[src/rtl/assert_macros.svh]
// assertion helpers shared by the rtl
`ifndef ASSERT_MACROS_SVH
`define ASSERT_MACROS_SVH

`ifndef SYNTHESIS
// property must hold at every clock edge outside reset
`define KMC_ASSERT(label, clk, rst_n, prop) \
  label: assert property (@(posedge clk) disable iff (!rst_n) prop) \
    else $error("kmc assertion failed");
// condition must never be seen outside reset
`define KMC_NEVER(label, clk, rst_n, cond) \
  label: assert property (@(posedge clk) disable iff (!rst_n) !(cond)) \
    else $error("kmc forbidden condition seen");
`else
`define KMC_ASSERT(label, clk, rst_n, prop)
`define KMC_NEVER(label, clk, rst_n, cond)
`endif

`endif

[src/rtl/kmc_fifo.sv]
`timescale 1ns / 1ps

// small command queue between parser and counter engine
module kmc_fifo #(
  parameter int unsigned DATA_W = 8,
  parameter int unsigned DEPTH  = 4
) (
  input  logic              clk_i,
  input  logic              rst_ni,
  input  logic              push_i,
  input  logic [DATA_W-1:0] data_i,
  output logic              full_o,
  input  logic              pop_i,
  output logic              empty_o,
  output logic [DATA_W-1:0] data_o
);

  localparam int unsigned PTR_W = $clog2(DEPTH);

  logic [DATA_W-1:0] mem_q [DEPTH];
  logic [PTR_W:0]    wr_ptr_q, wr_ptr_d;
  logic [PTR_W:0]    rd_ptr_q, rd_ptr_d;

  assign full_o  = (wr_ptr_q[PTR_W] != rd_ptr_q[PTR_W]) &&
                   (wr_ptr_q[PTR_W-1:0] == rd_ptr_q[PTR_W-1:0]);
  assign empty_o = (wr_ptr_q == rd_ptr_q);
  assign data_o  = mem_q[rd_ptr_q[PTR_W-1:0]];

  always_comb begin
    wr_ptr_d = wr_ptr_q;
    rd_ptr_d = rd_ptr_q;
    if (push_i) begin
      wr_ptr_d = wr_ptr_q + (PTR_W + 1)'(1);
    end
    if (pop_i) begin
      rd_ptr_d = rd_ptr_q + (PTR_W + 1)'(1);
    end
  end

  always_ff @(posedge clk_i or negedge rst_ni) begin
    if (!rst_ni) begin
      wr_ptr_q <= '0;
      rd_ptr_q <= '0;
    end else begin
      wr_ptr_q <= wr_ptr_d;
      rd_ptr_q <= rd_ptr_d;
    end
  end

  always_ff @(posedge clk_i) begin
    if (push_i) begin
      mem_q[wr_ptr_q[PTR_W-1:0]] <= data_i;
    end
  end

endmodule

[config.mk]
export PLATFORM = sky130hd
export DESIGN_NAME = kmc_fifo
export DESIGN_NICKNAME = d
export VERILOG_FILES = /design/src/rtl/assert_macros.svh /design/src/rtl/kmc_fifo.sv
export SDC_FILE = /design/constraint.sdc
export NUM_CORES = 1
export LEC_CHECK = 0
export BUFFER_PORTS_ARGS = -buffer_cell sky130_fd_sc_hd__buf_2
export CAP_MARGIN = 10
export CORE_ASPECT_RATIO = 2
export CORE_MARGIN = 2
export CORE_UTILIZATION = 55
export CTS_CLUSTER_DIAMETER = 100
export CTS_CLUSTER_SIZE = 30
export DETAILED_ROUTE_END_ITERATION = 7
export PLACE_DENSITY = 0.77
export SETUP_SLACK_MARGIN = 0.1
export SLEW_MARGIN = 30
export SYNTH_ARGS = -nofsm -noshare
export SYNTH_HDL_FRONTEND = slang
export SYNTH_SLANG_ARGS = --single-unit
export TNS_END_PERCENT = 30
[constraint.sdc]
create_clock -name clk_i -period 1.8 [get_ports clk_i]
set_clock_uncertainty 0.2 [all_clocks]
set_input_delay 0 -clock clk_i [delete_from_list [all_inputs] [get_ports clk_i]]
set_output_delay 0 -clock clk_i [all_outputs]
set_load 0.05 [all_outputs]
Yosys cells after proc, flatten, opt, wreduce, memory -nomap -nowiden
Memory sizes are Yosys's and may differ from the RTL's. Index checks and enable logic that the tools add are counted.

Add/subtract/negate cells: 2. Eq/ne operators: 3. Muxes and demuxes: 2. Reduce and logical (&&, ||, !) cells: 1.

Operator list (count): $add A3 B1 Y3 const B (2); $eq A3 B3 Y1 (1); $eq A2 B2 Y1 (1); $mux W1 (2); $logic_and A1 B1 Y1 (1); $ne A1 B1 Y1 (1).

Register bits: 6. Bits in writable memories: 32. Input bits: 12. Output and inout port bits: 10. Memories: 1.

Memories: mem_q (words 4, width 8, read ports 1, clocked after memory_dff 0, write ports 1, line kmc_fifo.sv:20) `logic [DATA_W-1:0] mem_q [DEPTH];`.

Depth between registers and ports, before layout
Gate-level depths: netlist (run 1).

Word-level depth: 2. Mapped depth: 4. Mapped depth without buffers: 4.

Least setup slack after synthesis (run 1)
Ideal clock, no wire load.

Path kind: flip-flop to output port. From: reg rd_ptr_q[1]. To: out empty_o. Data arrival time: 1.885 ns. Data required time: 1.600 ns. Path slack: -0.285 ns. Stages on the path, launching flop included: 4. Buffers on the path: 1. Cells stage by stage: dfrtp_1 -> buf_2 -> xor2_1 -> nor3b_1.

Word-level cells in the longest chain between the ends: 1.

RTL lines: start: declaration (line kmc_fifo.sv:22) `logic [PTR_W:0] rd_ptr_q, rd_ptr_d;`; start signal: assignment (line kmc_fifo.sv:46) `rd_ptr_q <= rd_ptr_d;`; $eq A3 B3 Y1 (line kmc_fifo.sv:26) `assign empty_o = (wr_ptr_q == rd_ptr_q);`; end: declaration (line kmc_fifo.sv:14) `output logic empty_o,`.

No other way between the ends.

Worst setup path in the final report (run 1)
From: reg rd_ptr_q[0]. To: out data_o[6].

Word-level cells in the longest chain between the ends: 1.

RTL lines: $mem_v2 Z4 W8; end: declaration (line kmc_fifo.sv:15) `output logic [DATA_W-1:0] data_o`.

No other way between the ends.

==> flow_summary.json, run 1 <==
{
  "cts_buffers": 5,
  "placed_area_sq_um": 1660,
  "drt_iter0_markers": 16,
  "first_global_vias": 782,
  "worstSkewPairLatency_ns": 0.28,
  "netlist_area_sq_um": 1500,
  "crit_fanout": 8,
  "area_delta_synth_final_pct": 28.2,
  "drive_gt1_share_pct": 36.8,
  "htreeDepth": 2,
  "antenna_found_initial": 0,
  "startpoint_type": "flip-flop",
  "row_count": 26,
  "grt_pass1_wl_um": 3910,
  "finalCritPeriodShare_pct": 94.8,
  "place_inst": 121,
  "cp.arrival_ns": 1.51,
  "vias": 738,
  "p_per_area_nw_per_um2": 1810,
  "syn_inst": 72,
  "tightest_slew_ns": 0.419,
  "cp-startpoint": "rd_ptr_q[0]",
  "via_per_inst": 5.20,
  "io_pins": 22,
  "finalSetupViolations": 0,
  "syn_area_per_cell_sq_um": 20.8,
  "fp.dieArea_sq_um": 3190,
  "antenna_cells": 0,
  "status": "finished clean",
  "fmax_ghz": 0.586,
  "die_h_um": 77.9,
  "p_leak_nw": 0.728,
  "place_hpwl_um": 1610,
  "dr.pass1.iters": 2,
  "relSlewSlack_pct": 72.1,
  "grt_max_degree": 12,
  "drtAntennaViolNets": 0,
  "nNetsFinal": 130,
  "yosys_register_bits": 38,
  "crit_type": "flip-flop to output port",
  "cts_tree": "yes",
  "end_kind": "output port",
  "crit_path_end": "data_o[6]",
  "cap_violations": 0,
  "hp-class": "input pin to flip-flop",
  "io_buffers": 21,
  "reg2reg_depth": 3,
  "core_area_sq_um": 2570,
  "cts_root_buf": "clkbuf_8",
  "crit_slowest_cell": "mux4_2",
  "design_area_sq_um": 1920,
  "clk_pin_slew_worst_paths_ns": 0.07,
  "crit_required_ns": 1.60,
  "overflow": 0,
  "drt-wirelength-per-cell_um": 16.6,
  "ff2ff_setup_slack_ns": 0.21,
  "cpPeakStageDelay_ns": 0.51,
  "synth.net_count": 89,
  "drc": 0,
  "hold_violations": 0,
  "stdcell_count": 142,
  "cts.sinks": 38,
  "gp_congestion": 0.699,
  "die_w_um": 40.9,
  "worstReg2RegEnd": "mem_q[2][7]",
  "finalCriticalPeriod_ns": 1.71,
  "rsz0062_at_grt": "true",
  "clk_path_buf_depth": 2,
  "grt_use_total_pct": 19.1,
  "synthDistinctLibCells": 15,
  "fill_cells": 147,
  "final_max_slew_viol_count": 0,
  "yosys_warnings": 0,
  "path_cells": "buf_12, mux4_2, buf_6",
  "start_util_pct": 58.4,
  "wl_um": 2360,
  "hold_slack_ns": 0.262,
  "vdd_drop_max_mv": 1.02,
  "ys_seq_area_share_pct": 74.1,
  "rr_startpoint": "wr_ptr_q[0]"
}
## power breakdown
| part | switching (mW) | total [mW] | internal, mW | leakage, nW |
|---|---|---|---|---|
| Sequential | 0.143 | 1.32 | 1.18 | 0.363 |
| Clock | 0.278 | 0.544 | 0.266 | 0.0426 |
| Combinational | 0.936 | 1.61 | 0.678 | 0.322 |
| Total | 1.36 | 3.48 | 2.12 | 0.728 |
## flip-flops by register name, summed over array words and instances (netlist names)
signal,flops
mem_q,32
rd_ptr_q,3
wr_ptr_q,3
## cell usage in the layout (no fill, tap or decap)
master and instances:
clkinv_1 1, buf_4 3, buf_2 11, nand2_1 2
clkbuf_1 1, inv_1 2, xnor2_1 2, xor2_1 5
mux2_2 1, dfrtp_1 4, buf_6 8, clkinv_2 1
mux4_2 8, ha_1 5, dlygate4sd3_1 12, dfrtp_2 2
nor3_1 1, o21ai_0 1, and2_1 4, buf_12 1
nor3b_2 1, edfxtp_1 32, clkbuf_8 5, clkbuf_4 1
## logic make-up (layout without fill, tap and decap cells)
| family | after synthesis | count (layout) | share of synthesized area, % |
|---|---|---|---|
| buffers and inverters | 4 | 46 | 1.58 |
| adder cells (fa/ha/maj) | 5 | 5 | 4.17 |
| multiplexers | 9 | 9 | 12.8 |
| AO/OA/AOI/OAI | 1 | 1 | 0.333 |
| XOR/XNOR | 7 | 7 | 4.09 |
| flip-flops | 38 | 38 | 74.1 |
| AND/OR/NAND/NOR | 8 | 8 | 3.00 |
## routing by layer
metal  track usage, %  share of wire [%]
met4             9.00                2.7
met3             6.00                3.7
met5                0                  0
met2             30.0                 55
met1             22.0                 39
## area by class of cell
cell class	count	area [sq um]	share of cell area, %
clock buffer	6	72.6	3.77
clock inverter	2	8.76	0.455
inverter	2	7.51	0.390
multi-input combinational	30	370	19.3
sequential	38	1110	57.9
tap	28	35.0	1.82
timing repair buffer	36	315	16.4
## worst max-delay path: cells and delay by family (launching register included)
kind / cells / cell delay (ns)
flops: 1 / 0.40
mux: 1 / 0.51
buf+inv: 2 / 0.31
## metrics by stage
step	total power [mW]	setup WS, ns	setup TNS, ns	utilization [%]
finish	3.48	0.0931	0	74.8
global route	3.69	0.0373	0	74.8
CTS	3.51	0.0803	0	74.7
detailed placement	2.75	0.201	0	64.5
global placement	2.70	0.244	0	64.5
floorplan	2.42	-0.214	-0.214	-
## Yosys cell counts, drive strengths merged
library cell / number / area [sq um]
ha: 5 / 62.6
nor3: 1 / 5.00
nand2: 2 / 7.51
xnor2: 2 / 17.5
xor2: 5 / 43.8
inv: 2 / 7.51
mux2: 1 / 11.3
and2: 4 / 25.0
dfrtp: 6 / 150
o21ai: 1 / 5.00
edfxtp: 32 / 961
nor3b: 1 / 7.51
mux4: 8 / 180
buf: 2 / 16.3
## worst min-delay path by stage
stage / startpoint / end / slack (ns) / depth (start not counted)
floorplan: rst_ni / rd_ptr_q[0] / -0.50 / 0
global placement: rst_ni / rd_ptr_q[0] / -0.37 / 1
detailed placement: rst_ni / wr_ptr_q[2] / -0.37 / 1
CTS: pop_i / rd_ptr_q[0] / 0.26 / 3
global route: pop_i / rd_ptr_q[0] / 0.25 / 3
finish: pop_i / rd_ptr_q[0] / 0.26 / 3
## repair_timing
action                     in CTS  in global routing
hold endpoints to repair       43                  0
setup endpoints to repair      10                 10
setup buffers                   1                  0
cloned                          0                  0
hold buffers                   12                  0
gates resized for setup        19                  1
(Power assumes the default switching activity.)
==> run 2, diff against run 1 <==
--- a/config.mk
+++ b/config.mk
@@ -9,11 +9,11 @@
 export CAP_MARGIN = 10
 export CORE_ASPECT_RATIO = 2
 export CORE_MARGIN = 2
-export CORE_UTILIZATION = 55
+export CORE_UTILIZATION = 49
 export CTS_CLUSTER_DIAMETER = 100
 export CTS_CLUSTER_SIZE = 30
 export DETAILED_ROUTE_END_ITERATION = 7
-export PLACE_DENSITY = 0.77
+export PLACE_DENSITY = 0.73
 export SETUP_SLACK_MARGIN = 0.1
 export SLEW_MARGIN = 30
 export SYNTH_ARGS = -nofsm -noshare
==> constraint.sdc (replaced) <==
create_clock -name clk_i -period 1.4 [get_ports clk_i]
set_clock_uncertainty 0.2 [all_clocks]
set_input_delay 0 -clock clk_i [delete_from_list [all_inputs] [get_ports clk_i]]
set_output_delay 0 -clock clk_i [all_outputs]
set_load 0.05 [all_outputs]
==> flow_summary.json, run 2 (same netlist as run 1, synthesis figures left out) <==
{
  "rr_startpoint": "wr_ptr_q[0]",
  "drtAntennaViolNets": 0,
  "via_per_inst": 5.26,
  "vdd_drop_max_mv": 1.66,
  "final_common_cell": "edfxtp_1",
  "cts_buffers": 5,
  "antenna_found_initial": 0,
  "clock_power_share_pct": 13.4,
  "grt_use_total_pct": 17.3,
  "fin_ws_ns": -0.315,
  "post-route-util_pct": 71.4,
  "p_int_mw": 3.10,
  "startpoint_type": "flip-flop",
  "worstHoldStart": "pop_i",
  "cts_root_buf": "clkbuf_8",
  "drc": 0,
  "switchingPower_mw": 1.97,
  "overflow": 0,
  "swShare_pct": 38.8,
  "cts.sinks": 38,
  "end_kind": "output port",
  "crit_fanout": 8,
  "finalCritPeriodShare_pct": 122,
  "clk_path_buf_depth": 2,
  "core_area_sq_um": 2940,
  "antenna_cells": 0,
  "relSlewSlack_pct": 79.0,
  "grt_max_degree": 12,
  "whs_endpoint": "rd_ptr_q[0]",
  "hold_violations": 0,
  "cts_tree": "yes",
  "wl_um": 2640,
  "largest_reg_flops": 32,
  "finalSetupTns_ns": -3.30,
  "io_buffers": 21,
  "start_util_pct": 51.0,
  "reg2reg_depth": 4,
  "comb_power_share_pct": 53.0,
  "fmax_ghz": 0.583,
  "drt-wirelength-per-cell_um": 17.5,
  "worstSkewPairLatency_ns": 0.28,
  "drt_iter0_markers": 30,
  "final_max_slew_viol_count": 0,
  "area_delta_synth_final_pct": 40.1,
  "io_pins": 22,
  "crit_required_ns": 1.20,
  "p_leak_nw": 0.791,
  "die_w_um": 43.1,
  "cap_violations": 0,
  "nNetsFinal": 137,
  "row_count": 28,
  "htreeDepth": 2,
  "tightest_slew_ns": 0.315,
  "hp-class": "input pin to flip-flop",
  "crit_type": "flip-flop to output port",
  "clk_pin_slew_worst_paths_ns": 0.07,
  "status": "finished, violations left",
  "finalCriticalPeriod_ns": 1.71,
  "die_h_um": 82.3,
  "vias": 795,
  "ff2ff_setup_slack_ns": -0.04,
  "layout_common_cells": "32 x edfxtp_1, 12 x dlygate4sd3_1, 12 x buf_6",
  "place_hpwl_um": 1720,
  "cp.arrival_ns": 1.51,
  "fill_cells": 207,
  "first_global_vias": 877,
  "rsz0062_at_grt": "true",
  "power_frac_seq_pct": 33.6,
  "whs_path_depth": 3,
  "violations": "negative setup slack",
  "finalSetupViolations": 40,
  "fp.dieArea_sq_um": 3550,
  "worstReg2RegEnd": "wr_ptr_q[2]",
  "p_per_area_nw_per_um2": 2410,
  "gp_congestion": 0.626,
  "grt_pass1_wl_um": 4170,
  "dr.pass1.iters": 4,
  "drive_gt1_share_pct": 47.9
}
## run 2: changes by cell type in the layout (fill, tap and decap cells not counted), moves of 3 or more
cell,delta
xor2_1,-3
and2_1,-4
and2_4,+5
buf_6,+4
## run 2: repair_timing
| action | CTS | global route |
|---|---|---|
| pin swaps | 0 | 2 |
| cloned | 1 | 0 |
| hold buffers | 12 | 0 |
| resized for setup | 30 | 2 |
| setup endpoints to repair | 44 | 44 |
| endpoints found under the hold margin | 43 | 0 |
| setup buffers | 3 | 0 |
## run 2: how the worst max path moves through the flow
stage                     start           to  slack (ns)  cells after the start
floorplan           rd_ptr_q[0]      empty_o       -0.04                      3
global route        rd_ptr_q[0]    data_o[7]       -0.37                      3
CTS                 rd_ptr_q[0]    data_o[4]       -0.33                      3
global placement    rd_ptr_q[0]    data_o[3]       -0.04                      3
finish              rd_ptr_q[0]    data_o[7]       -0.31                      3
detailed placement  wr_ptr_q[1]  mem_q[1][2]       -0.06                      4
## run 2: power groups by stage
| stage | Clock [mW] | Combinational, mW | Sequential [mW] |
|---|---|---|---|
| CTS | 0.700 | 2.72 | 1.70 |
| finish | 0.681 | 2.68 | 1.70 |
| floorplan | 0 | 1.69 | 1.65 |
| global placement | 0 | 2.20 | 1.68 |
| detailed placement | 0 | 2.23 | 1.71 |
| global route | 0.752 | 2.82 | 1.72 |
## run 2: stage by stage
step / power [mW] / hold slack, ns / cells / area [sq um] / setup WS, ns
floorplan: 3.33 / -0.496 / 72 / 1560 / -0.0414
global placement: 3.88 / -0.369 / 128 / 1770 / -0.0359
detailed placement: 3.94 / -0.365 / 128 / 1770 / -0.0635
CTS: 5.12 / 0.256 / 152 / 2100 / -0.328
global route: 5.30 / 0.264 / 151 / 2100 / -0.372
finish: 5.06 / 0.259 / 151 / 2100 / -0.315
## run 2: final cells by class
class / count / area [sq um] / area share, %
Sequential cell: 38 / 1110 / 52.9
Multi-Input combinational cell: 31 / 464 / 22.1
Timing Repair Buffer: 42 / 400 / 19.0
Clock buffer: 5 / 68.8 / 3.27
Tap cell: 30 / 37.5 / 1.79
Clock inverter: 3 / 11.3 / 0.536
Inverter: 2 / 7.51 / 0.357
## run 2: critical path, stage by stage (launching register included)
cell,delay [ns]
dfrtp_1,0.40
buf_12,0.16
mux4_2,0.51
buf_6,0.17
## run 2: layer usage
| metal | track usage (%) | wire length [um] |
|---|---|---|
| met3 | 4.57 | 76 |
| met4 | 9.09 | 68 |
| met5 | 0 | 0 |
| met1 | 16.6 | 921 |
| met2 | 32.4 | 1570 |
==> run 3, diff against run 2 <==
--- a/config.mk
+++ b/config.mk
@@ -13,7 +13,7 @@
 export CTS_CLUSTER_DIAMETER = 100
 export CTS_CLUSTER_SIZE = 30
 export DETAILED_ROUTE_END_ITERATION = 7
-export PLACE_DENSITY = 0.73
+export PLACE_DENSITY = 0.78
 export SETUP_SLACK_MARGIN = 0.1
 export SLEW_MARGIN = 30
 export SYNTH_ARGS = -nofsm -noshare
==> flow_summary.json, run 3 (same netlist as run 1, synthesis figures left out) <==
{
  "htreeDepth": 2,
  "worstSkewPairLatency_ns": 0.29,
  "grt_pass1_wl_um": 3930,
  "wl_um": 2510,
  "antenna_found_initial": 0,
  "startpoint_type": "flip-flop",
  "largest_reg_flops": 32,
  "crit_type": "flip-flop to output port",
  "hold_violations": 0,
  "crit_fanout": 4,
  "final_common_cell": "edfxtp_1",
  "fill_cells": 204,
  "place_hpwl_um": 1720,
  "p_total_mw": 5.38,
  "grt_max_degree": 13,
  "gp_congestion": 0.649,
  "cp.arrival_ns": 1.52,
  "first_global_vias": 844,
  "nNetsFinal": 137,
  "finalCriticalPeriod_ns": 1.72,
  "fp.dieArea_sq_um": 3550,
  "cp_common_cell": "buf_6",
  "cts_tree": "yes",
  "grt_use_total_pct": 15.7,
  "finalCritPeriodShare_pct": 123,
  "fmax_ghz": 0.581,
  "area_delta_synth_final_pct": 41.7,
  "p_leak_nw": 0.812,
  "multi_input_area_sq_um": 437,
  "layout_common_cells": "32 x edfxtp_1, 13 x buf_6, 12 x dlygate4sd3_1",
  "drc": 0,
  "io_pins": 22,
  "relSlewSlack_pct": 79.9,
  "final_max_slew_viol_count": 0,
  "post-route-util_pct": 72.2,
  "die_h_um": 82.3,
  "overflow": 0,
  "start_util_pct": 51.0,
  "io_buffers": 21,
  "hp-class": "input pin to flip-flop",
  "via_per_inst": 5.32,
  "crit_required_ns": 1.20,
  "vias": 804,
  "row_count": 28,
  "drtAntennaViolNets": 0,
  "finalSetupTns_ns": -3.92,
  "cts.sinks": 38,
  "rsz0062_at_grt": "true",
  "clk_pin_slew_worst_paths_ns": 0.07,
  "crit_slowest_cell": "mux4_2",
  "fin_ws_ns": -0.322,
  "cpPeakStageDelay_ns": 0.51,
  "drt_iter0_markers": 25,
  "violations": "negative setup slack",
  "tightest_slew_ns": 0.300,
  "finalSetupViolations": 35,
  "dr.pass1.iters": 4,
  "cts_root_buf": "clkbuf_8",
  "end_kind": "output port",
  "cap_violations": 0,
  "clk_path_buf_depth": 2,
  "regArea_sq_um": 1110,
  "path_cells": "buf_6, mux4_2, buf_6",
  "drt-wirelength-per-cell_um": 16.6,
  "p_per_area_nw_per_um2": 2530,
  "vdd_drop_max_mv": 2.48,
  "drive_gt1_share_pct": 49.6,
  "status": "finished, violations left",
  "cts_buffers": 5,
  "hold_slack_ns": 0.271,
  "die_w_um": 43.1,
  "core_area_sq_um": 2940,
  "antenna_cells": 0
}
[run 3: changes by cell type in the layout (fill, tap and decap cells not counted), sizes merged]
cell	previous run	this run
and2	5	4
buf	30	31
bufinv	0	2
clkbuf	5	6
clkinv	3	0
[run 3: through the flow]
stage	instances	setup WS [ns]	area, sq um
3_5_place_dp	130	-0.0618	1760
3_3_place_gp	130	-0.0243	1760
2_1_floorplan	72	-0.0414	1560
4_1_cts	150	-0.346	2100
6_report	151	-0.322	2130
5_1_grt	151	-0.380	2130
[run 3: worst paths after layout]
check | from | slack [ns] | cells past startpoint | endpoint
worst min register to register | rd_ptr_q[2] | 0.29 | 1 | rd_ptr_q[2]
worst min-delay path | pop_i | 0.27 | 3 | rd_ptr_q[0]
min in group asynchronous | rst_ni | 0.45 | 3 | wr_ptr_q[0]
worst max register to register | wr_ptr_q[1] | -0.07 | 5 | mem_q[1][0]
max in group asynchronous | rst_ni | 0.30 | 3 | wr_ptr_q[0]
worst max-delay path | rd_ptr_q[0] | -0.32 | 3 | data_o[6]
[run 3: cell type report]
type,instances,share of cell area (%)
Clock buffer,6,3.88
Clock inverter,2,2.83
Inverter,2,0.471
Multi-Input combinational cell,30,20.5
Sequential cell,38,52.3
Tap cell,30,1.77
Timing Repair Buffer,43,18.2
[run 3: worst max-delay path, delay by kind of cell, from the launching register on]
family,cells,cell delay [ns]
mux,1,0.51
flops,1,0.41
buf+inv,2,0.32
[run 3: repair_timing]
item	in CTS	in global routing
cloned	0	0
resized for setup	26	4
setup endpoints to repair	45	46
setup buffers	0	1
hold buffers	12	0
endpoints found under the hold margin	43	0
[run 3: per-layer routing]
| layer | wire [um] | GRT usage [%] |
|---|---|---|
| met5 | 0 | 0 |
| met4 | 29 | 9.09 |
| met3 | 98 | 3.48 |
| met2 | 1430 | 26.4 |
| met1 | 956 | 18.2 |
[run 3: report_power, final]
part | total, mW | internal [mW] | switching (mW)
clock | 1.12 | 0.760 | 0.361
sequential | 1.68 | 1.51 | 0.163
combinational | 2.58 | 1.18 | 1.41
total | 5.38 | 3.45 | 1.93
