File: config.mk
export PLATFORM = sky130hd
export DESIGN_NAME = kmc_front
export DESIGN_NICKNAME = d
export VERILOG_FILES = /design/src/rtl/assert_macros.svh /design/src/rtl/kmc_pkg.sv /design/src/rtl/kmc_front.sv
export SDC_FILE = /design/constraint.sdc
export NUM_CORES = 1
export LEC_CHECK = 0
export ABC_AREA = 1
export BUFFER_PORTS_ARGS = -buffer_cell sky130_fd_sc_hd__buf_2
export CELL_PAD_IN_SITES_DETAIL_PLACEMENT = 1
export CELL_PAD_IN_SITES_GLOBAL_PLACEMENT = 2
export CORE_MARGIN = 5
export CORE_UTILIZATION = 29
export CTS_CLUSTER_SIZE = 8
export DETAILED_ROUTE_END_ITERATION = 10
export PLACE_DENSITY = 0.84
export SYNTH_ARGS = -nofsm -noshare
export SYNTH_HDL_FRONTEND = slang
export SYNTH_SLANG_ARGS = --single-unit
File: constraint.sdc
create_clock -name clk_i -period 3.1 [get_ports clk_i]
set_input_delay 0.465 -clock clk_i [delete_from_list [all_inputs] [get_ports clk_i]]
set_output_delay 0.465 -clock clk_i [all_outputs]
set_load 0.05 [all_outputs]
File: src/rtl/assert_macros.svh
// assertion helpers shared by the rtl
`ifndef ASSERT_MACROS_SVH
`define ASSERT_MACROS_SVH

`ifndef SYNTHESIS
// property must hold at every clock edge outside reset
`define KMC_ASSERT(label, clk, rst_n, prop) \
  label: assert property (@(posedge clk) disable iff (!rst_n) prop) \
    else $error("kmc assertion failed");
// condition must never be seen outside reset
`define KMC_NEVER(label, clk, rst_n, cond) \
  label: assert property (@(posedge clk) disable iff (!rst_n) !(cond)) \
    else $error("kmc forbidden condition seen");
`else
`define KMC_ASSERT(label, clk, rst_n, prop)
`define KMC_NEVER(label, clk, rst_n, cond)
`endif

`endif

File: src/rtl/kmc_pkg.sv
`timescale 1ns / 1ps

package kmc_pkg;

  typedef enum logic {
    OP_FEED = 1'b0,
    OP_READ = 1'b1
  } opcode_e;

  typedef enum logic [1:0] {
    CMD_NONE = 2'd0,
    CMD_BUMP = 2'd1,
    CMD_READ = 2'd2
  } cmd_kind_e;

  typedef enum logic {
    ST_CLEAR = 1'b0,
    ST_RUN   = 1'b1
  } back_state_e;

  localparam int unsigned CFG_INDEX_W = 2;
  localparam int unsigned CFG_DATA_W  = 4;
  localparam int unsigned KLEN_W      = 4;
  localparam int unsigned BYTE_W      = 8;
  localparam int unsigned ADDR_IN_W   = 16;
  localparam int unsigned IDX_OUT_W   = 16;
  localparam int unsigned COUNT_OUT_W = 32;
  localparam int unsigned QUEUE_DEPTH = 4;

  localparam logic [CFG_INDEX_W-1:0] REG_KMER_LENGTH   = 2'd0;
  localparam logic [CFG_INDEX_W-1:0] REG_COUNT_REVERSE = 2'd1;

  localparam logic [KLEN_W-1:0] KLEN_RESET = 4'd4;

  localparam logic [BYTE_W-1:0] CH_HEADER  = 8'h3E;  // '>'
  localparam logic [BYTE_W-1:0] CH_NEWLINE = 8'h0A;

  // control part of one queued command
  typedef struct packed {
    cmd_kind_e kind;
    logic      do_rev;
    logic      window_full;
  } cmd_ctrl_t;

  // msb set: not a base; low bits: 2-bit base code
  function automatic logic [2:0] base_code(input logic [BYTE_W-1:0] ch);
    logic [2:0] code;
    case (ch)
      8'h41, 8'h61: code = 3'b000;
      8'h43, 8'h63: code = 3'b001;
      8'h47, 8'h67: code = 3'b010;
      8'h54, 8'h74: code = 3'b011;
      default:      code = 3'b100;
    endcase
    return code;
  endfunction

endpackage

File: src/rtl/kmc_front.sv
`timescale 1ns / 1ps

// fasta parser: header skip, base coding, k-mer windows, command build
module kmc_front import kmc_pkg::*; #(
  parameter int unsigned MAX_KMER = 8
) (
  input  logic                    clk_i,
  input  logic                    rst_ni,
  input  logic                    accept_i,
  input  logic                    opcode_i,
  input  logic [BYTE_W-1:0]       stream_byte_i,
  input  logic [ADDR_IN_W-1:0]    bin_address_i,
  input  logic [KLEN_W-1:0]       kmer_length_i,
  input  logic                    count_reverse_i,
  output cmd_ctrl_t               cmd_ctrl_o,
  output logic [2*MAX_KMER-1:0]   cmd_fwd_o,
  output logic [2*MAX_KMER-1:0]   cmd_rev_o
);

  localparam int unsigned AW    = 2 * MAX_KMER;
  localparam int unsigned RUN_W = $clog2(MAX_KMER + 1);
  localparam logic [RUN_W-1:0] RUN_MAX = RUN_W'(MAX_KMER);

  logic [AW-1:0]    fwd_q, fwd_d, rev_q, rev_d;
  logic [AW-1:0]    fwd_shift, rev_shift, fwd_mask, read_addr;
  logic [RUN_W-1:0] run_q, run_d, run_inc, k_eff;
  logic             hdr_q, hdr_d;
  logic [2:0]       code;

  if (AW <= ADDR_IN_W) begin : g_addr_narrow
    assign read_addr = bin_address_i[AW-1:0];
  end else begin : g_addr_wide
    assign read_addr = AW'(bin_address_i);
  end

  assign code      = base_code(stream_byte_i);
  assign fwd_shift = (fwd_q << 2) | AW'(code[1:0]);
  assign rev_shift = (rev_q >> 2) | (AW'(~code[1:0]) << (AW - 2));
  assign run_inc   = (run_q < RUN_MAX) ? run_q + RUN_W'(1) : run_q;
  assign fwd_mask  = ~({AW{1'b1}} << {k_eff, 1'b0});

  // length register clamped into 1..MAX_KMER
  always_comb begin
    if (kmer_length_i == '0) begin
      k_eff = RUN_W'(1);
    end else if (32'(kmer_length_i) > MAX_KMER) begin
      k_eff = RUN_MAX;
    end else begin
      k_eff = RUN_W'(kmer_length_i);
    end
  end

  always_comb begin
    fwd_d = fwd_q;
    rev_d = rev_q;
    run_d = run_q;
    hdr_d = hdr_q;
    cmd_ctrl_o.kind        = CMD_NONE;
    cmd_ctrl_o.do_rev      = 1'b0;
    cmd_ctrl_o.window_full = 1'b0;
    cmd_fwd_o = '0;
    cmd_rev_o = '0;
    if (opcode_i == OP_READ) begin
      cmd_ctrl_o.kind = CMD_READ;
      cmd_fwd_o       = read_addr;
    end else if (hdr_q) begin
      if (stream_byte_i == CH_NEWLINE) begin
        hdr_d = 1'b0;
      end
    end else if (stream_byte_i == CH_HEADER) begin
      hdr_d = 1'b1;
      fwd_d = '0;
      rev_d = '0;
      run_d = '0;
    end else if (stream_byte_i == CH_NEWLINE) begin
      hdr_d = hdr_q;
    end else if (code[2]) begin
      fwd_d = '0;
      rev_d = '0;
      run_d = '0;
    end else begin
      fwd_d = fwd_shift;
      rev_d = rev_shift;
      run_d = run_inc;
      if (run_inc >= k_eff) begin
        cmd_ctrl_o.kind        = CMD_BUMP;
        cmd_ctrl_o.do_rev      = count_reverse_i;
        cmd_ctrl_o.window_full = 1'b1;
        cmd_fwd_o = fwd_shift & fwd_mask;
        cmd_rev_o = rev_shift >> {RUN_MAX - k_eff, 1'b0};
      end
    end
  end

  always_ff @(posedge clk_i or negedge rst_ni) begin
    if (!rst_ni) begin
      fwd_q <= '0;
      rev_q <= '0;
      run_q <= '0;
      hdr_q <= 1'b0;
    end else if (accept_i) begin
      fwd_q <= fwd_d;
      rev_q <= rev_d;
      run_q <= run_d;
      hdr_q <= hdr_d;
    end
  end

endmodule

After elaboration in Yosys (flattened, before gate mapping)
Cells that the tools add are included.
{ "word_totals": {"in_bits": 33, "regBits": 35, "out_inout_bits": 36, "elab_cells": 71} }
{ "op_classes": {"n_lt_le_gt_ge": 3, "shift": 2, "n_mux": 35, "bitwise": 7, "n_eq_ne": 11, "n_addsub": 2, "n_reduce_logical": 7} }
{ "ops": {"columns": ["operator", "n"], "rows": [
  ["16-bit 2-to-1 mux", 15],
  ["8-bit by 7-bit equality test with 1-bit output (second input constant)", 8],
  ["14-bit 2-to-1 mux", 3],
  ["4-bit 2-to-1 mux", 6],
  ["16-bit AND", 1],
  ["16-bit NOT", 1],
  ["14-bit by 16-bit OR with 16-bit output", 1],
  ["16-bit by 2-bit OR with 16-bit output", 1],
  ["16-bit by 5-bit left shift with 16-bit output (first input constant)", 1],
  ["16-bit by 5-bit >> shifter with 16-bit output", 1],
  ["3-bit 2-to-1 mux", 5],
  ["3-bit case mux with 4 select lines", 1],
  ["8-bit by 4-bit equality test with 1-bit output (second input constant)", 1],
  ["8-bit by 6-bit equality test with 1-bit output (second input constant)", 1],
  ["2-bit OR reduction", 4],
  ["4-bit by 1-bit adder with 4-bit output (second input constant)", 1],
  ["4-bit >= comparator", 1],
  ["4-bit > comparator (second input constant)", 1],
  ["4-bit logical NOT", 1],
  ["4-bit < comparator (second input constant)", 1],
  ["2-bit 2-to-1 mux", 2],
  ["4-bit AND reduction", 1],
  ["4-bit subtractor (first input constant)", 1],
  ["1-bit 2-to-1 mux", 3],
  ["4 further kinds", 5]
]} }

Logic depth before layout (Yosys ltp)
Gate-level depths: netlist of run 1.
{ "logic_depth": {"ltp_word": 12, "depth_mapped": 14} }

Worst setup path after synthesis of run 1
Ideal clock, no wire load.
{ "synth_timing": {"path_type": "input -> output", "start": "input kmer_length_i[3]", "end": "output cmd_rev_o[4]", "t_arrival_ns": 2.779, "setup_slack_ns": -0.144, "required_time_ns": 2.635, "cell_stages": 10, "n_path_buf": 3, "cell_sequence": "buf_4 inv_4 nand2_2 buf_2 ha_1 ha_1 inv_1 clkbuf_1 nand3_1 a21oi_1"} }
{ "synth_between": {"elab_chain_cells": 11, "word_cells_on_any_way": 13} }
{ "synth_lines": {"columns": ["element", "line_no", "rtl"], "rows": [
  ["from (decl)", "kmc_front.sv:13", "input logic [KLEN_W-1:0] kmer_length_i,"],
  ["4-bit > comparator", "kmc_front.sv:46", "end else if (32'(kmer_length_i) > MAX_KMER) begin"],
  ["4-bit 2-to-1 mux", "kmc_front.sv:46", null],
  ["4-bit 2-to-1 mux (*)", "kmc_front.sv:44", "if (kmer_length_i == '0) begin"],
  ["4-bit subtractor", "kmc_front.sv:90", "cmd_rev_o = rev_shift >> {RUN_MAX - k_eff, 1'b0};"],
  ["16-bit by 5-bit >> shifter with 16-bit output", "kmc_front.sv:90", null],
  ["16-bit 2-to-1 mux (*)", "kmc_front.sv:85", "if (run_inc >= k_eff) begin"],
  ["16-bit 2-to-1 mux (*)", "kmc_front.sv:77", "end else if (code[2]) begin"],
  ["16-bit 2-to-1 mux (*)", "kmc_front.sv:75", "end else if (stream_byte_i == CH_NEWLINE) begin"],
  ["16-bit 2-to-1 mux (*)", "kmc_front.sv:70", "end else if (stream_byte_i == CH_HEADER) begin"],
  ["16-bit 2-to-1 mux (*)", "kmc_front.sv:66", "end else if (hdr_q) begin"],
  ["16-bit 2-to-1 mux (*)", "kmc_front.sv:63", "if (opcode_i == OP_READ) begin"],
  ["to (decl)", "kmc_front.sv:17", "output logic [2*MAX_KMER-1:0] cmd_rev_o"]
]} }
Every way passes the cells marked *; elsewhere a longest branch is shown, timed or not.

Worst setup path after layout of run 1
{ "layout_timing": {"start": "register run_q[0]", "end": "output cmd_rev_o[1]"} }
{ "layout_between": {"elab_chain_cells": 9, "word_cells_on_any_way": 10} }
{ "layout_lines": {"columns": ["element", "line_no", "rtl"], "rows": [
  ["from (decl)", "kmc_front.sv:26", "logic [RUN_W-1:0] run_q, run_d, run_inc, k_eff;"],
  ["from (signal assigned)", "kmc_front.sv:104", "run_q <= run_d;"],
  ["4-bit by 1-bit adder with 4-bit output or 4-bit < comparator (tied branches)", "kmc_front.sv:39", "assign run_inc = (run_q < RUN_MAX) ? run_q + RUN_W'(1) : run_q;"],
  ["4-bit 2-to-1 mux (*)", "kmc_front.sv:39", null],
  ["4-bit >= comparator (*)", "kmc_front.sv:85", null],
  ["16-bit 2-to-1 mux (*)", "kmc_front.sv:85", null],
  ["16-bit 2-to-1 mux (*)", "kmc_front.sv:77", null],
  ["16-bit 2-to-1 mux (*)", "kmc_front.sv:75", null],
  ["16-bit 2-to-1 mux (*)", "kmc_front.sv:70", null],
  ["16-bit 2-to-1 mux (*)", "kmc_front.sv:66", null],
  ["16-bit 2-to-1 mux (*)", "kmc_front.sv:63", null]
]} }
Marked as above.

==> results of run 1 <==
## layout make-up
class                           count  area, sq um
Fill cell                        1181         5850
Tap cell                          111          139
Multi-Input combinational cell    289         1630
Inverter                           46          178
Sequential cell                    33          826
Clock buffer                        8         80.1
Timing Repair Buffer               77          493
## critical path, cell delays in order (launching register included)
cell	delay (ns)
sky130_fd_sc_hd__dfrtp_1	0.39
sky130_fd_sc_hd__ha_1	0.27
sky130_fd_sc_hd__nand2_1	0.09
sky130_fd_sc_hd__o21ai_2	0.07
sky130_fd_sc_hd__ha_1	0.29
sky130_fd_sc_hd__inv_1	0.04
sky130_fd_sc_hd__o21bai_1	0.13
sky130_fd_sc_hd__nand2_1	0.10
sky130_fd_sc_hd__nand3_4	0.10
sky130_fd_sc_hd__nand2_4	0.07
sky130_fd_sc_hd__nor2_8	0.18
sky130_fd_sc_hd__nand2_1	0.08
sky130_fd_sc_hd__nor2_1	0.10
sky130_fd_sc_hd__buf_2	0.27
## power breakdown
| group | leakage (nW) | switching [mW] | internal [mW] |
|---|---|---|---|
| Clock | 0.0395 | 0.150 | 0.159 |
| Combinational | 1.17 | 0.202 | 0.0869 |
| Sequential | 0.461 | 0.00144 | 0.433 |
| Total | 1.67 | 0.354 | 0.679 |
## stage by stage
step,cells,util (%),setup WS [ns],hold slack [ns]
after detailed placement,553,33.8,0.170,0.478
final,564,36.4,0.168,0.260
after CTS,561,35.5,0.0125,0.291
after global routing,564,36.4,-0.00994,0.323
after global placement,553,33.8,0.228,0.465
after floorplan,386,-,0.0257,0.169
## repair_timing
action,CTS,global route
setup buffers,0,3
endpoints found under the setup margin,23,29
pin swaps,0,5
gates resized for setup,26,14
## how the worst max path moves through the flow
| stage | depth (start not counted) | endpoint | startpoint | slack, ns |
|---|---|---|---|---|
| CTS | 13 | cmd_rev_o[8] | run_q[0] | 0.01 |
| global placement | 9 | cmd_rev_o[4] | kmer_length_i[3] | 0.23 |
| detailed placement | 12 | cmd_fwd_o[7] | run_q[0] | 0.17 |
| global route | 13 | cmd_rev_o[9] | run_q[0] | -0.01 |
| finish | 13 | cmd_rev_o[1] | run_q[0] | 0.17 |
| floorplan | 11 | cmd_rev_o[5] | kmer_length_i[3] | 0.03 |
## cells by family (layout without fill, tap and decap cells)
| group | after synthesis | count (layout) | share of synthesized area (%) |
|---|---|---|---|
| and+or+nand+nor | 213 | 213 | 37.2 |
| AOI/OAI and AO/OA | 65 | 65 | 16.0 |
| buffers and inverters | 64 | 131 | 11.6 |
| DFF | 33 | 33 | 30.4 |
| adders and majority gates | 9 | 9 | 4.15 |
| xor gates and xnor gates | 2 | 2 | 0.646 |
## registers in the layout, summed over array words and instances, names as in the netlist
register / count
fwd_q: 14
rev_q: 14
run_q: 4
hdr_q: 1
## placed cells by master (no fill, tap or decap)
cell	count
sky130_fd_sc_hd__dfrtp_1	33
sky130_fd_sc_hd__o22ai_2	11
sky130_fd_sc_hd__clkbuf_1	3
sky130_fd_sc_hd__inv_2	5
sky130_fd_sc_hd__nor2_1	26
sky130_fd_sc_hd__nor2_8	1
sky130_fd_sc_hd__o22ai_1	2
sky130_fd_sc_hd__nand3_4	3
sky130_fd_sc_hd__nand2_8	2
sky130_fd_sc_hd__nand2_2	4
sky130_fd_sc_hd__inv_4	2
sky130_fd_sc_hd__a21oi_2	3
sky130_fd_sc_hd__clkbuf_8	5
sky130_fd_sc_hd__inv_1	39
sky130_fd_sc_hd__ha_1	9
sky130_fd_sc_hd__nand3_1	42
sky130_fd_sc_hd__o21bai_1	2
sky130_fd_sc_hd__o21ai_1	13
sky130_fd_sc_hd__xor2_1	2
sky130_fd_sc_hd__nand4_1	3
sky130_fd_sc_hd__buf_2	43
sky130_fd_sc_hd__a21oi_4	2
sky130_fd_sc_hd__buf_6	6
sky130_fd_sc_hd__buf_4	25
sky130_fd_sc_hd__nand2_1	116
sky130_fd_sc_hd__nand2_4	5
sky130_fd_sc_hd__o21ai_2	1
sky130_fd_sc_hd__nor2_4	3
sky130_fd_sc_hd__nor2_2	7
sky130_fd_sc_hd__a21oi_1	3
sky130_fd_sc_hd__clkbuf_4	3
sky130_fd_sc_hd__and2_4	1
sky130_fd_sc_hd__a21bo_2	1
sky130_fd_sc_hd__o21ai_0	27
## layer usage
layer | vias up | GRT usage [%]
li1 | 1374 | -
met1 | 1314 | 18.2
met2 | 47 | 26.1
met3 | 13 | 2.35
met4 | 0 | 4.11
met5 | - | 0
==> tab_implementation.tex, run 1 <==
\begin{tabular}{lr}
\hline
Metric & Value \\
\hline
\multicolumn{2}{l}{\textbf{Setup path}} \\
\quad Required time worst endpoint & 2.63 ns \\
\quad Capture instance of the worst register-to-register path & run\_q[0] \\
\quad Nature of the critical path endpoint & output port \\
\quad Reg-to-reg setup timing slack & 1.35 ns \\
\quad Worst setup path class & reg2out \\
\quad Kind of launch point of the worst setup path & flip-flop \\
\quad Origin of the critical flop-to-flop path & hdr\_q \\
\quad Critical-path maximum fanout & 5 \\
\quad Crit path DAT & 2.47 ns \\
\quad Reg2reg path depth & 5 \\
\multicolumn{2}{l}{\textbf{Clock network}} \\
\quad Number of buffers inserted by hold repair at cts & 0 \\
\quad Number of buffers created by CTS & 5 \\
\quad Number of sinks driven by the clock tree & 33 \\
\quad Clock latency of the later-clocked register in the worst-skew pair & 0.28 ns \\
\quad CTS tree & built \\
\quad CTS H-tree depth & 2 \\
\quad Clock Root Buffer & sky130\_fd\_sc\_hd\_\_clkbuf\_8 \\
\quad Clock-pin slew of the registers on the worst-case setup and hold paths & 0.07 ns \\
\quad Maximum clock insertion buffer count & 2 \\
\multicolumn{2}{l}{\textbf{Job}} \\
\quad Maximum Capacitance Violations & 0 \\
\multicolumn{2}{l}{\textbf{Final layout}} \\
\quad Final Net Count & 494 \\
\quad Final standard cell area without fillers & 3350 sq um \\
\quad Layout area overhead & 23.3\% \\
\quad Count of inserted antenna diode cells & 0 \\
\quad Share of final-layout standard cells stronger than drive strength 1 & 29.4\% \\
\multicolumn{2}{l}{\textbf{Route}} \\
\quad Met2 layer wire length in the routed design & 4020 um \\
\quad Routed len/inst & 14.6 um \\
\quad DRC violation count after routing & 0 \\
\quad Top routing layer used & met4 \\
\quad Antenna violation net count after detailed routing & 0 \\
\quad Drt first-iter violations & 87 \\
\quad Routed wire length & 8220 um \\
\quad DR vias/cell & 4.87 \\
\quad Vias after detailed routing & 2,748 \\
\quad Met3 wire len & 280 um \\
\quad Wl on met1 & 3780 um \\
\quad First-pass iteration count of the detailed router & 4 \\
\multicolumn{2}{l}{\textbf{STA}} \\
\quad Worst Tran Pin Value & 0.768 ns \\
\quad Max-slew violation total from the final report & 0 \\
\quad Max Clock Freq & 341 MHz \\
\quad Final clock skew & 0.00288 ns \\
\quad Normalized max-slew margin & 48.8\% \\
\quad Number of failing setup endpoints in the final timing report & 0 \\
\quad Final critical-path required period & 2.93 ns \\
\quad Final hold violation count & 0 \\
\quad Setup TNS & 0 ns \\
\quad Share of the cycle needed by the critical path after routing & 94.6\% \\
\multicolumn{2}{l}{\textbf{Yosys}} \\
\quad Post-synth top area share & 30.4\% \\
\quad Synthesized netlist cell count & 386 \\
\quad Most used standard cell by instance count after synthesis & sky130\_fd\_sc\_hd\_\_nand2\_1 \\
\quad Dominant register cell in the synthesized netlist & sky130\_fd\_sc\_hd\_\_dfrtp\_1 \\
\quad Proportion of register bits with asynchronous set or reset after synthesis & 100\% \\
\quad Commonest cells in the netlist & sky130\_fd\_sc\_hd\_\_nand2\_1, sky130\_fd\_sc\_hd\_\_nand3\_1, sky130\_fd\_sc\_hd\_\_inv\_1, sky130\_fd\_sc\_hd\_\_dfrtp\_1, sky130\_fd\_sc\_hd\_\_o21ai\_0 \\
\quad Per-instance average area after synthesis & 7.03 sq um \\
\quad Seq cells post-synth & 33 \\
\quad Share of the yosys chip area belonging to registers & 30.4\% \\
\quad Biggest area contributors in the synthesized netlist & sky130\_fd\_sc\_hd\_\_dfrtp\_1, sky130\_fd\_sc\_hd\_\_nand2\_1, sky130\_fd\_sc\_hd\_\_nand3\_1 \\
\quad Number of flops mapped to enable cells by yosys & 0 \\
\quad Leading area contributor after synthesis & sky130\_fd\_sc\_hd\_\_dfrtp\_1 \\
\quad Syn Nets & 428 \\
\quad Number of distinct standard cells referenced by the synthesized netlist & 33 \\
\quad Number of warning messages in the yosys log & 0 \\
\quad Post-Syn Area & 2710 sq um \\
\multicolumn{2}{l}{\textbf{Floorplan}} \\
\quad Die height & 107 um \\
\quad Die span in x & 107 um \\
\quad Core area & 9200 sq um \\
\quad Count of pins on the block boundary & 69 \\
\quad Number of core rows & 35 \\
\quad Overall die area & 11,400 sq um \\
\quad Starting utilization of the core area & 29.5\% \\
\multicolumn{2}{l}{\textbf{Power}} \\
\quad PD cells & 309 nW/um\^{}2 \\
\quad Total power of the final layout & 1.03 mW \\
\quad Worst VDD drop & 0.122 mV \\
\quad Leak & 1.67 nW \\
\multicolumn{2}{l}{\textbf{Placed design}} \\
\quad Routability Congestion & 0.793 \\
\quad Port buffer count & 68 \\
\quad Area post-placement & 3110 sq um \\
\quad DP HPWL & 6440 um \\
\multicolumn{2}{l}{\textbf{Global route}} \\
\quad Combined global-route utilization of all metal layers & 14.7\% \\
\quad Number of global-route vias before repair & 2,984 \\
\quad Global-route wire length before repair & 13,900 um \\
\quad Congestion Overflow GR & 0 \\
\quad Largest net degree at the start of global routing & 34 \\
\quad Antenna violations before repair & 0 \\
\multicolumn{2}{l}{\textbf{Hold path}} \\
\quad Min-Delay Path Class & in2async \\
\multicolumn{2}{l}{\textbf{Outcome}} \\
\quad Outcome & completed \\
\hline
\end{tabular}
Power figures use the tool's default switching activity.
==> run 2, diff against run 1 <==
--- a/config.mk
+++ b/config.mk
@@ -10,10 +10,10 @@
 export CELL_PAD_IN_SITES_DETAIL_PLACEMENT = 1
 export CELL_PAD_IN_SITES_GLOBAL_PLACEMENT = 2
 export CORE_MARGIN = 5
-export CORE_UTILIZATION = 29
+export CORE_UTILIZATION = 31
 export CTS_CLUSTER_SIZE = 8
 export DETAILED_ROUTE_END_ITERATION = 10
-export PLACE_DENSITY = 0.84
+export PLACE_DENSITY = 0.89
 export SYNTH_ARGS = -nofsm -noshare
 export SYNTH_HDL_FRONTEND = slang
 export SYNTH_SLANG_ARGS = --single-unit
==> constraint.sdc (replaced) <==
create_clock -name clk_i -period 3.54 [get_ports clk_i]
set_input_delay 0.531 -clock clk_i [delete_from_list [all_inputs] [get_ports clk_i]]
set_output_delay 0.531 -clock clk_i [all_outputs]
set_load 0.05 [all_outputs]
==> run 2 against run 1 <==
Combinational power down 16%. Flip-flop and latch count unchanged. Total power down 2.9%. Clock-buffer cell count down 1. Clock skew up 0.0025 ns. First-iteration DRC count up 3.4%. Global-route usage up 0.67 points. Die area down 5.9%. Clock power up 23%.
==> tab_implementation.tex, run 2 (synthesis results as in run 1) <==
\begin{tabular}{lr}
\hline
Metric & Value \\
\hline
\multicolumn{2}{l}{\textbf{Global route}} \\
\quad Number of global-route vias before repair & 2,914 (was 2,984) \\
\quad Congestion Overflow GR & 0 (unchanged) \\
\quad Antenna violations before repair & 0 (unchanged) \\
\quad Largest net degree at the start of global routing & 34 (unchanged) \\
\quad Combined global-route utilization of all metal layers & 15.3\% (was 14.7\%) \\
\quad Global-route wire length before repair & 13,900 um (about the same) \\
\multicolumn{2}{l}{\textbf{Route}} \\
\quad Top routing layer used & met4 (unchanged) \\
\quad DR vias/cell & 4.91 (was 4.87) \\
\quad Met3 wire len & 272 um (was 280 um) \\
\quad Antenna violation net count after detailed routing & 0 (unchanged) \\
\quad Met2 layer wire length in the routed design & 4100 um (was 4020 um) \\
\quad Routed len/inst & 14.8 um (was 14.6 um) \\
\quad Vias after detailed routing & 2,735 (was 2,748) \\
\quad DRC violation count after routing & 0 (unchanged) \\
\quad Drt first-iter violations & 90 (was 87) \\
\quad First-pass iteration count of the detailed router & 4 (unchanged) \\
\quad Routed wire length & 8250 um (was 8220 um) \\
\quad Wl on met1 & 3780 um (about the same) \\
\multicolumn{2}{l}{\textbf{Final layout}} \\
\quad Final core utilization & 37.6\% (was 36.4\%) \\
\quad Filler-free cell count of the finished design & 557 (was 564) \\
\quad Final standard cell area without fillers & 3250 sq um (was 3350 sq um) \\
\quad Final Net Count & 490 (was 494) \\
\quad Most frequent standard cell in the layout excluding fill and tap cells & sky130\_fd\_sc\_hd\_\_nand2\_1 (unchanged) \\
\quad Count of inserted antenna diode cells & 0 (unchanged) \\
\quad Leading registers by flop count & fwd\_q: 14 flops, rev\_q: 14 flops, run\_q: 4 flops (unchanged) \\
\quad Layout area overhead & 19.7\% (was 23.3\%) \\
\quad Share of final-layout standard cells stronger than drive strength 1 & 28.7\% (was 29.4\%) \\
\quad Most frequent cells in the layout & sky130\_fd\_sc\_hd\_\_nand2\_1, sky130\_fd\_sc\_hd\_\_buf\_2, sky130\_fd\_sc\_hd\_\_nand3\_1 (unchanged) \\
\multicolumn{2}{l}{\textbf{STA}} \\
\quad Final hold violation count & 0 (unchanged) \\
\quad Setup TNS & 0 ns (unchanged) \\
\quad Worst Tran Pin Value & 0.777 ns (was 0.768 ns) \\
\quad Setup repair after global routing missed its margin & false \\
\quad Number of failing setup endpoints in the final timing report & 0 (unchanged) \\
\quad Post-route setup slack & 0.197 ns (was 0.168 ns) \\
\quad Share of the cycle needed by the critical path after routing & 94.4\% \\
\quad Normalized max-slew margin & 48.2\% (was 48.8\%) \\
\quad Final clock skew & 0.00536 ns (was 0.00288 ns) \\
\quad Max-slew violation total from the final report & 0 (unchanged) \\
\quad Final critical-path required period & 3.34 ns \\
\quad Max Clock Freq & 299 MHz \\
\quad WHS & 0.314 ns (was 0.260 ns) \\
\multicolumn{2}{l}{\textbf{Setup path}} \\
\quad Capture instance of the worst register-to-register path & fwd\_q[12] (was run\_q[0]) \\
\quad Worst setup path class & reg2out (unchanged) \\
\quad Standard cell with the maximum stage delay on the critical path & sky130\_fd\_sc\_hd\_\_dfrtp\_1 (unchanged) \\
\quad Nature of the critical path endpoint & output port (unchanged) \\
\quad Origin of the critical flop-to-flop path & hdr\_q (unchanged) \\
\quad Number of buffers and inverters on the critical path & 2 (unchanged) \\
\quad Worst path max stage delay & 0.43 ns (was 0.39 ns) \\
\quad Ordered cell list for the critical path & ha\_1 > nand2\_1 > o21ai\_0 > ha\_1 > inv\_1 > o21bai\_1 > nand2\_1 > nand3\_2 > nand2\_2 > nor2\_8 > nand2\_4 > a21oi\_2 > clkbuf\_4 (was ha\_1 > nand2\_1 > o21ai\_2 > ha\_1 > inv\_1 > o21bai\_1 > nand2\_1 > nand3\_4 > nand2\_4 > nor2\_8 > nand2\_1 > nor2\_1 > buf\_2) \\
\quad Reg2reg path depth & 5 (unchanged) \\
\quad Gate family responsible for the most delay along the worst path & adder cells (was simple AND/OR/NAND/NOR gates) \\
\quad Crit path DAT & 2.81 ns (was 2.47 ns) \\
\quad Reg-to-reg setup timing slack & 1.78 ns (was 1.35 ns) \\
\quad Kind of launch point of the worst setup path & flip-flop (unchanged) \\
\quad Required time worst endpoint & 3.01 ns (was 2.63 ns) \\
\quad Critical-path maximum fanout & 8 (was 5) \\
\multicolumn{2}{l}{\textbf{Power}} \\
\quad Total power of the final layout & 1.00 mW (was 1.03 mW) \\
\quad PD cells & 308 nW/um\^{}2 (was 309 nW/um\^{}2) \\
\quad Leak & 1.65 nW (was 1.67 nW) \\
\quad Worst VDD drop & 0.110 mV (was 0.122 mV) \\
\multicolumn{2}{l}{\textbf{Floorplan}} \\
\quad Die span in x & 104 um (was 107 um) \\
\quad Starting utilization of the core area & 31.4\% (was 29.5\%) \\
\quad Overall die area & 10,700 sq um (was 11,400 sq um) \\
\quad Number of core rows & 34 (was 35) \\
\quad Core area & 8640 sq um (was 9200 sq um) \\
\quad Die height & 104 um (was 107 um) \\
\quad Count of pins on the block boundary & 69 (unchanged) \\
\multicolumn{2}{l}{\textbf{Placed design}} \\
\quad Port buffer count & 68 (unchanged) \\
\quad Post-placement cell count & 548 (was 553) \\
\quad Worst slack at placement & 0.442 ns (was 0.170 ns) \\
\quad Routability Congestion & 0.751 (was 0.793) \\
\quad DP HPWL & 6300 um (was 6440 um) \\
\quad Area post-placement & 3080 sq um (was 3110 sq um) \\
\multicolumn{2}{l}{\textbf{Clock network}} \\
\quad Clock-pin slew of the registers on the worst-case setup and hold paths & 0.07 ns (about the same) \\
\quad CTS H-tree depth & 2 (unchanged) \\
\quad Clock Root Buffer & sky130\_fd\_sc\_hd\_\_clkbuf\_8 (unchanged) \\
\quad CTS tree & built (unchanged) \\
\quad Number of buffers created by CTS & 5 (unchanged) \\
\quad Clock latency of the later-clocked register in the worst-skew pair & 0.29 ns (was 0.28 ns) \\
\quad Number of sinks driven by the clock tree & 33 (unchanged) \\
\quad Maximum clock insertion buffer count & 2 (unchanged) \\
\multicolumn{2}{l}{\textbf{Outcome}} \\
\quad Outcome & completed (unchanged) \\
\multicolumn{2}{l}{\textbf{Hold path}} \\
\quad Min-Delay Path Class & in2async (unchanged) \\
\multicolumn{2}{l}{\textbf{Job}} \\
\quad Maximum Capacitance Violations & 0 (unchanged) \\
\hline
\end{tabular}
run 2: changes by cell type in the layout (fill, tap and decap cells not counted), moves of 2 or more:
cell,change
sky130_fd_sc_hd__buf_2,+13
sky130_fd_sc_hd__buf_4,-19
sky130_fd_sc_hd__clkbuf_1,-2
sky130_fd_sc_hd__a21oi_4,-2
sky130_fd_sc_hd__buf_6,-6
sky130_fd_sc_hd__clkbuf_4,+8
run 2: metal layers:
layer  vias up  global-route usage [%]
met5         -                       0
met4         0                    4.22
met3         6                    2.43
met2        48                    26.5
met1      1318                    19.6
li1       1363                       -
run 2: layout make-up:
class / count / area, sq um
tap: 108 / 135
clock buffer: 7 / 86.3
multi-input combinational: 289 / 1590
sequential: 33 / 826
fill: 1143 / 5390
clock inverter: 1 / 30.0
inverter: 46 / 178
timing repair buffer: 73 / 408
run 2: worst max-delay path by stage:
| stage | depth (start not counted) | start | endpoint |
|---|---|---|---|
| 2_1_floorplan | 10 | kmer_length_i[3] | cmd_rev_o[4] |
| 3_3_place_gp | 9 | kmer_length_i[2] | cmd_rev_o[8] |
| 3_5_place_dp | 9 | kmer_length_i[2] | cmd_rev_o[8] |
| 4_1_cts | 12 | run_q[0] | cmd_fwd_o[4] |
| 5_1_grt | 13 | run_q[0] | cmd_rev_o[9] |
| 6_report | 13 | run_q[0] | cmd_rev_o[9] |
run 2: power by group:
group	internal [mW]	switching (mW)	total, mW
registers	0.379	0.00149	0.380
clock network	0.230	0.150	0.380
logic	0.0701	0.172	0.242
run 2: repair_timing:
action / in CTS / in global routing
resized for setup: 0 / 15
endpoints found under the setup margin: 0 / 20
setup buffers: 0 / 1
hold buffers: 0 / 0
